<file path="src/hw/rtl/dfc_pkg.sv">
package dfc_pkg;

	// Default sizing of the task store and of the task fields.
	localparam int MAX_TASKS_DEF     = 64;
	localparam int TIME_BITS_DEF     = 16;
	localparam int DEADLINE_BITS_DEF = 24;

	// Width of the reported task count.
	localparam int CHECKED_BITS = 7;

	// Verdict codes on the result port.
	typedef enum logic [1:0] {
		VERDICT_FEASIBLE   = 2'd0,
		VERDICT_INFEASIBLE = 2'd1,
		VERDICT_OVERFLOW   = 2'd2
	} verdict_t;

endpackage

</file>
<file path="src/hw/rtl/deadline_feasibility_check.sv">
// Channel  | Signals                                  | Handshake
// ---------+------------------------------------------+---------------------------------
// task in  | task_time, task_deadline, last_task      | beat taken when start & !busy
// result   | verdict, tasks_checked                   | one-cycle beat marked by done
//
// A task goes straight to the place state into an empty store; else each stored task
// with a later deadline is moved up a slot by read/modify/write before it is placed.
// After the last task the walk reads one stored task per cycle, up to the set size,
// and the result beat follows on the next cycle. A task arriving at a full store
// is dropped. Reset clears the count and the overflow flag; the task
// memory itself needs no clearing. The receiver cannot stall the result beat.
module deadline_feasibility_check #(
	parameter int MAX_TASKS     = dfc_pkg::MAX_TASKS_DEF,
	parameter int TIME_BITS     = dfc_pkg::TIME_BITS_DEF,
	parameter int DEADLINE_BITS = dfc_pkg::DEADLINE_BITS_DEF
) (
	input  logic                              clk,
	input  logic                              arst_n,
	input  logic                              start,
	output logic                              busy,
	input  logic [TIME_BITS-1:0]              task_time,
	input  logic [DEADLINE_BITS-1:0]          task_deadline,
	input  logic                              last_task,
	output logic                              done,
	output logic [1:0]                        verdict,
	output logic [dfc_pkg::CHECKED_BITS-1:0]  tasks_checked
);

	localparam int AW   = (MAX_TASKS > 1) ? $clog2(MAX_TASKS) : 1;
	localparam int CW   = $clog2(MAX_TASKS + 1);
	localparam int DW   = TIME_BITS + DEADLINE_BITS;
	localparam int SW   = TIME_BITS + AW;
	localparam int CMPW = (SW > DEADLINE_BITS) ? SW : DEADLINE_BITS;
	localparam logic [CW-1:0] MAX_CNT = CW'(MAX_TASKS);

	typedef enum logic [3:0] {
		ST_IDLE  = 4'b0001,
		ST_SHIFT = 4'b0010,
		ST_PLACE = 4'b0100,
		ST_WALK  = 4'b1000
	} state_t;

	state_t                     state_q, state_d;
	logic [CW-1:0]              count_q, count_d;
	logic                       ovf_q, ovf_d;
	logic                       done_q, done_d;
	logic                       fwd_q, fwd_d;
	dfc_pkg::verdict_t          verdict_q, verdict_d;
	logic [CW-1:0]              checked_q, checked_d;
	logic [TIME_BITS-1:0]       time_q, time_d;
	logic [DEADLINE_BITS-1:0]   dl_q, dl_d;
	logic                       last_q, last_d;
	logic [AW-1:0]              pos_q, pos_d;
	logic [AW-1:0]              k_q, k_d;
	logic [SW-1:0]              total_q, total_d;

	logic                       mem_we;
	logic [AW-1:0]              mem_waddr;
	logic [DW-1:0]              mem_wdata;
	logic [AW-1:0]              mem_raddr;
	logic [DW-1:0]              mem_rdata;
	logic [DW-1:0]              rd_entry;
	logic [TIME_BITS-1:0]       rd_time;
	logic [DEADLINE_BITS-1:0]   rd_dl;
	logic [SW-1:0]              sum;
	logic                       late;
	logic                       accept;
	logic [CW+dfc_pkg::CHECKED_BITS-1:0] checked_ext;

	dfc_ram #(
		.DEPTH (MAX_TASKS),
		.AW    (AW),
		.DW    (DW)
	) u_ram (
		.clk   (clk),
		.we    (mem_we),
		.waddr (mem_waddr),
		.wdata (mem_wdata),
		.raddr (mem_raddr),
		.rdata (mem_rdata)
	);

	// Stored entry is {time, deadline}. When the last task was just placed in slot 0,
	// the first walk read returns the old contents, so the held task is forwarded.
	assign rd_entry = fwd_q ? {time_q, dl_q} : mem_rdata;
	assign rd_time  = rd_entry[DW-1 -: TIME_BITS];
	assign rd_dl    = rd_entry[DEADLINE_BITS-1:0];

	// Running total of the walk and the lateness test of the current task.
	assign sum  = total_q + SW'(rd_time);
	assign late = CMPW'(sum) > CMPW'(rd_dl);

	assign accept = start && (state_q == ST_IDLE);

	// Insertion shifts later deadlines up one slot per cycle, then the walk checks prefix sums.
	always_comb begin
		state_d   = state_q;
		count_d   = count_q;
		ovf_d     = ovf_q;
		done_d    = 1'b0;
		fwd_d     = 1'b0;
		verdict_d = verdict_q;
		checked_d = checked_q;
		time_d    = time_q;
		dl_d      = dl_q;
		last_d    = last_q;
		pos_d     = pos_q;
		k_d       = k_q;
		total_d   = total_q;
		mem_we    = 1'b0;
		mem_waddr = pos_q;
		mem_wdata = mem_rdata;
		mem_raddr = '0;

		unique case (state_q)
			ST_IDLE: begin
				if (accept) begin
					time_d = task_time;
					dl_d   = task_deadline;
					last_d = last_task;
					if (count_q < MAX_CNT) begin
						if (count_q == '0) begin
							pos_d   = '0;
							state_d = ST_PLACE;
						end else begin
							mem_raddr = AW'(count_q - 1'b1);
							pos_d     = AW'(count_q);
							state_d   = ST_SHIFT;
						end
					end else if (last_task) begin
						// Full store on the last task: report overflow and start over.
						done_d    = 1'b1;
						verdict_d = dfc_pkg::VERDICT_OVERFLOW;
						checked_d = count_q;
						count_d   = '0;
						ovf_d     = 1'b0;
					end else begin
						ovf_d = 1'b1;
					end
				end
			end
			ST_SHIFT: begin
				if (rd_dl > dl_q) begin
					mem_we    = 1'b1;
					mem_waddr = pos_q;
					mem_wdata = mem_rdata;
					pos_d     = pos_q - 1'b1;
					if (pos_q > AW'(1)) begin
						mem_raddr = pos_q - AW'(2);
					end else begin
						state_d = ST_PLACE;
					end
				end else begin
					state_d = ST_PLACE;
				end
			end
			ST_PLACE: begin
				mem_we    = 1'b1;
				mem_waddr = pos_q;
				mem_wdata = {time_q, dl_q};
				count_d   = count_q + 1'b1;
				if (last_q) begin
					mem_raddr = '0;
					fwd_d     = (pos_q == '0);
					k_d       = '0;
					total_d   = '0;
					state_d   = ST_WALK;
				end else begin
					state_d = ST_IDLE;
				end
			end
			ST_WALK: begin
				mem_raddr = k_q + 1'b1;
				if (late || (CW'(k_q) == count_q - 1'b1)) begin
					done_d    = 1'b1;
					verdict_d = late ? dfc_pkg::VERDICT_INFEASIBLE : dfc_pkg::VERDICT_FEASIBLE;
					checked_d = count_q;
					count_d   = '0;
					ovf_d     = 1'b0;
					state_d   = ST_IDLE;
				end else begin
					k_d     = k_q + 1'b1;
					total_d = sum;
				end
			end
			default: begin
				state_d = ST_IDLE;
			end
		endcase
	end

	// Control state.
	always_ff @(posedge clk or negedge arst_n) begin
		if (!arst_n) begin
			state_q <= ST_IDLE;
			count_q <= '0;
			ovf_q   <= 1'b0;
			done_q  <= 1'b0;
			fwd_q   <= 1'b0;
		end else begin
			state_q <= state_d;
			count_q <= count_d;
			ovf_q   <= ovf_d;
			done_q  <= done_d;
			fwd_q   <= fwd_d;
		end
	end

	// Payload and datapath registers.
	always_ff @(posedge clk) begin
		verdict_q <= verdict_d;
		checked_q <= checked_d;
		time_q    <= time_d;
		dl_q      <= dl_d;
		last_q    <= last_d;
		pos_q     <= pos_d;
		k_q       <= k_d;
		total_q   <= total_d;
	end

	// Result ports; the count is reported modulo the port width.
	assign checked_ext   = {{dfc_pkg::CHECKED_BITS{1'b0}}, checked_q};
	assign busy          = (state_q != ST_IDLE);
	assign done          = done_q;
	assign verdict       = verdict_q;
	assign tasks_checked = checked_ext[dfc_pkg::CHECKED_BITS-1:0];

endmodule

</file>
<file path="src/hw/rtl/dfc_ram.sv">
module dfc_ram #(
	parameter int DEPTH = dfc_pkg::MAX_TASKS_DEF,
	parameter int AW    = 6,
	parameter int DW    = dfc_pkg::TIME_BITS_DEF + dfc_pkg::DEADLINE_BITS_DEF
) (
	input  logic          clk,
	input  logic          we,
	input  logic [AW-1:0] waddr,
	input  logic [DW-1:0] wdata,
	input  logic [AW-1:0] raddr,
	output logic [DW-1:0] rdata
);

	logic [DW-1:0] mem_q [DEPTH];

	// One write port and one read port; read data is registered and appears in the cycle after the address.
	always_ff @(posedge clk) begin
		if (we) begin
			mem_q[waddr] <= wdata;
		end
		rdata <= mem_q[raddr];
	end

endmodule

</file>
<file path="config.mk">
export PLATFORM = sky130hd
export DESIGN_NAME = deadline_feasibility_check
export DESIGN_NICKNAME = d
export VERILOG_FILES = /design/src/hw/rtl/dfc_pkg.sv /design/src/hw/rtl/deadline_feasibility_check.sv /design/src/hw/rtl/dfc_ram.sv
export SDC_FILE = /design/constraint.sdc
export NUM_CORES = 2
export LEC_CHECK = 0
export BUFFER_PORTS_ARGS = -buffer_cell sky130_fd_sc_hd__buf_2
export CELL_PAD_IN_SITES_DETAIL_PLACEMENT = 1
export CELL_PAD_IN_SITES_GLOBAL_PLACEMENT = 2
export CORE_MARGIN = 2
export CORE_UTILIZATION = 49
export CTS_CLUSTER_DIAMETER = 150
export DETAILED_ROUTE_END_ITERATION = 10
export PLACE_DENSITY = 0.8
export SLEW_MARGIN = 5
export SYNTH_ARGS = -nofsm -noshare
export SYNTH_HDL_FRONTEND = slang
export SYNTH_SLANG_ARGS = --single-unit
</file>
<file path="constraint.sdc">
create_clock -name clk -period 17.9 [get_ports clk]
set_input_delay 2.685 -clock clk [delete_from_list [all_inputs] [get_ports clk]]
set_output_delay 2.685 -clock clk [all_outputs]
set_load 0.01 [all_outputs]
</file>
==> metrics.md <==
| Metric | Value |
|---|---|
| Sw power | 7620 uW |
| R2r startpoint | fwd_q |
| Share of cells above drive strength 1 | 10.4% |
| Min-Delay Path Class | flop to flop |
| Antenna viol nets, final | 0 |
| EDFF count, synth | 2644 |
| Drt drc | 0 |
| Hold Path Origin | last_q |
| Fin util | 55.7% |
| TritonCTS clock tree | yes |
| Fin. max-slew vios | 0 |
| Setup Buffers After CTS | 0 |
| WHS Path Cells | 2 |
| Grt ovf | 0 |
| Fillcell total | 20900 |
| Row count | 171 |
| Die X | 471 um |
| Minimum clock period | 8560 ps |
| CTS Buf Count | 299 |
| Total negative slack | 0 ps |
| CTS sink cnt | 2697 |
| CTS HTree Levels | 5 |
| Unique cell type count in the Yosys netlist | 67 |
| Post-Route WL | 360 mm |
| Commonest non-fill, non-tap cell in the layout | edfxtp_1 |
| Status | finished, final reports clean |
| Via-to-Cell Ratio | 6.30 |
| Post-CTS Hold Buffers | 0 |
| Largest net degree at the start of global routing | 190 |
| Drt first pass iters | 5 |
| Crit. End Element | flop |
| Initial core utilization | 49.3% |
| Cell Chain, Critical Path | buf_4 > mux2_2 > ha_1 > nand4_1 > nor4_2 > a41oi_1 > a41oi_4 > buf_4 > buf_4 > buf_4 > mux2i_1 > a32oi_1 > a31oi_1 > nor4_2 > and3_1 |
| Pre-CTS setup slack | 9030 ps |
| Flops & latches, synth | 2697 |
| Most frequent cells in the layout | edfxtp_1, nand2_1, nor2_1 |
| Final period utilization | 47.8% |
| Post-cts repair resize count | 0 |
| Maximum clock rate | 117 MHz |
| Ys flop type | edfxtp_1 |
| Worst path bufs/invs | 4 |
| Async SR Flop Fraction | 0.482% |
| Flop pwr share | 41.2% |
| Clk_skew | 53.2 ps |
| Endpoints failing setup | 0 |
| Synthesized Nets | 8134 |
| YS warnings | 0 |
| GP Congestion | 0.859 |
| Hold WS | 661 ps |
| Final hold vios | 0 |
| Initial antenna violation count | 22 |
| Critical Path Fanout Max | 92 |
| DR WL/cell | 32.2 um |
| Initial DRC count | 8232 |
| Hold Path End | fwd_q |
| Cell chosen for the clock root | clkbuf_16 |
| R2R cell count | 15 |
| Power consumption | 20800 uW |
| Int Power | 13200 uW |
| Crit path kind | flop to flop |
| Post-route setup slack | 9340 ps |
| Pleak | 0.0405 uW |
| Post-synthesis instance area | 107000 um2 |
| Clock Path Buffers | 4 |
| CP arrival | 9440 ps |
| Max_cap viols | 0 |
| IO Pins | 55 |
| Clk_lat worst skew | 950 ps |
| Die footprint | 222000 um2 |
| Crit-path slowest cell | buf_4 |
| Worst rel slew slack | 5.43% |
| Register area share after synthesis | 75.4% |
| Vias post-DR | 70400 |
| Critical path required time | 18780 ps |
| Largest cells by area after synthesis | edfxtp_1, nand2_1, nand3_1 |
| Combinational share of power | 31.1% |
| Slew @ Worst Pin | 1410 ps |
| Port buffer count | 54 |
| Post-synth top area share | 74.4% |
| Switching fraction of total power | 36.6% |
| RSZ-0062 raised after global routing | no |
| Core area | 217000 um2 |
| Die height | 471 um |
| Post-layout net count | 8230 |
| Total track usage | 31.9% |
| Layout area overhead | 13.0% |
| PwrDens | 173 nW/um2 |
| First-pass GRT wire length | 510 mm |
| Clock Pin Slew Worst Setup and Hold Paths | 60 ps |
| Crit-path leading delay family | buffers and inverters |
| Largest area contributor in the netlist | edfxtp_1 |
| Vias in the first global route | 72100 |
| Post-DP HPWL | 186 mm |
| Slowest stage delay, CP | 1020 ps |
| Maximum VDD drop | 0.147 mV |
| Worst R2R Setup Slack | 9340 ps |
| Crit-path most repeated cell | buf_4 |
| RR Endpoint | u_ram.rdata[29] |
| Clock power frac | 27.7% |
| Startpoint Class | flop |
| Gate Count Post-Synth | 8016 |
| Mean post-synth cell area | 13.3 um2 |
## worst reg2reg max path, delay by kind of cell (launching register included)
kind,cells,cell delay [ps]
and+or+nand+nor,4,2050
muxes,2,730
buffers and inverters,4,3400
AOI/OAI and AO/OA,4,1700
DFF,1,350
adders and majority gates,1,330
## how the worst max path moves through the flow
stage	from	endpoint	slack, ps	cells after the start
after floorplan	fwd_q	k_q[0]	10430	22
after global placement	start	u_ram.rdata[9]	8730	12
after detailed placement	start	u_ram.rdata[27]	9030	13
after CTS	fwd_q	u_ram.rdata[27]	9320	15
after global routing	fwd_q	u_ram.rdata[29]	9210	15
final	fwd_q	u_ram.rdata[29]	9340	15
## Yosys cell counts (4+ instances only)
cell type  instances
inv_1             57
nor2_1           724
nor3_1            13
nand4_1           17
and3_1            44
nand3b_1           4
a211oi_1           5
nor2_2             4
or3_1              7
xor2_1            22
a32oi_1          161
nor4_1           120
dfxtp_1           40
edfxtp_1        2644
and4_1             4
mux2i_1          187
o21bai_1           6
dfrtp_1           12
a21o_1            19
clkbuf_1         367
a31oi_1          164
buf_1             33
a41o_1             4
buf_2             83
xnor2_1           24
a21oi_1          339
o22ai_1            4
and2_1            28
mux2_2            18
o21ai_0          350
ha_1              73
nand2_1         1719
nand3_1          659
a41oi_1            6
## logic make-up (layout without fill, tap and decap cells)
group                    count (synthesis)  after routing  synth area share (%)
AO/OA/AOI/OAI                         1088           1088                  6.10
XOR/XNOR                                46             46                 0.377
adder cells (fa/ha/maj)                 74             74                 0.874
buffers and inverters                  540            850                  2.00
flip-flops                            2697           2697                  75.4
multiplexers                           205            205                  1.94
other                                    0              7                     0
AND/OR/NAND/NOR                       3366           3366                  13.3
## layout make-up
cell class,instances,area [um2],share of cell area [%]
sequential,2697,80500,66.8
multi-input combinational,4779,25400,21.0
clock buffer,398,8080,6.70
tap,2854,3570,2.96
timing repair buffer,278,2020,1.68
clock inverter,117,850,0.704
inverter,57,214,0.177
antenna,7,17.5,0.0145
## routing by layer
metal,vias to the layer above,wire [um],track usage (%),part of all wire [%]
met5,-,65,0,0.018
met4,10,16300,13.3,4.5
met3,775,26400,4.50,7.3
met2,2991,172000,52.4,48
met1,37000,145000,42.9,40
li1,29700,-,-,-
## per-stage QoR
| stage | area (um2) | std cells |
|---|---|---|
| after floorplan | 107000 | 8016 |
| after global placement | 112000 | 10700 |
| after detailed placement | 112000 | 10700 |
| after CTS | 121000 | 11200 |
| after global routing | 121000 | 11200 |
| final | 121000 | 11200 |
## power groups by stage
stage          registers (uW)  clock network (uW)  logic, uW
3_3_place_gp             8690                   0       6030
2_1_floorplan            8670                   0       3450
6_report                 8570                5780       6470
4_1_cts                  8560                5830       6350
3_5_place_dp             8690                   0       6310
5_1_grt                  8570                6050       6870
## sequential cells by signal, indices dropped and copies added, names as in the netlist, 2 cells and up
| register | count |
|---|---|
| time_q | 16 |
| k_q | 6 |
| tasks_checked | 7 |
| verdict | 2 |
| u_ram.rdata | 40 |
| dl_q | 24 |
| state_q | 4 |
| pos_q | 6 |
| total_q | 22 |
| count_q | 7 |
| u_ram.mem_q | 2560 |
(Power assumes the default switching activity.)
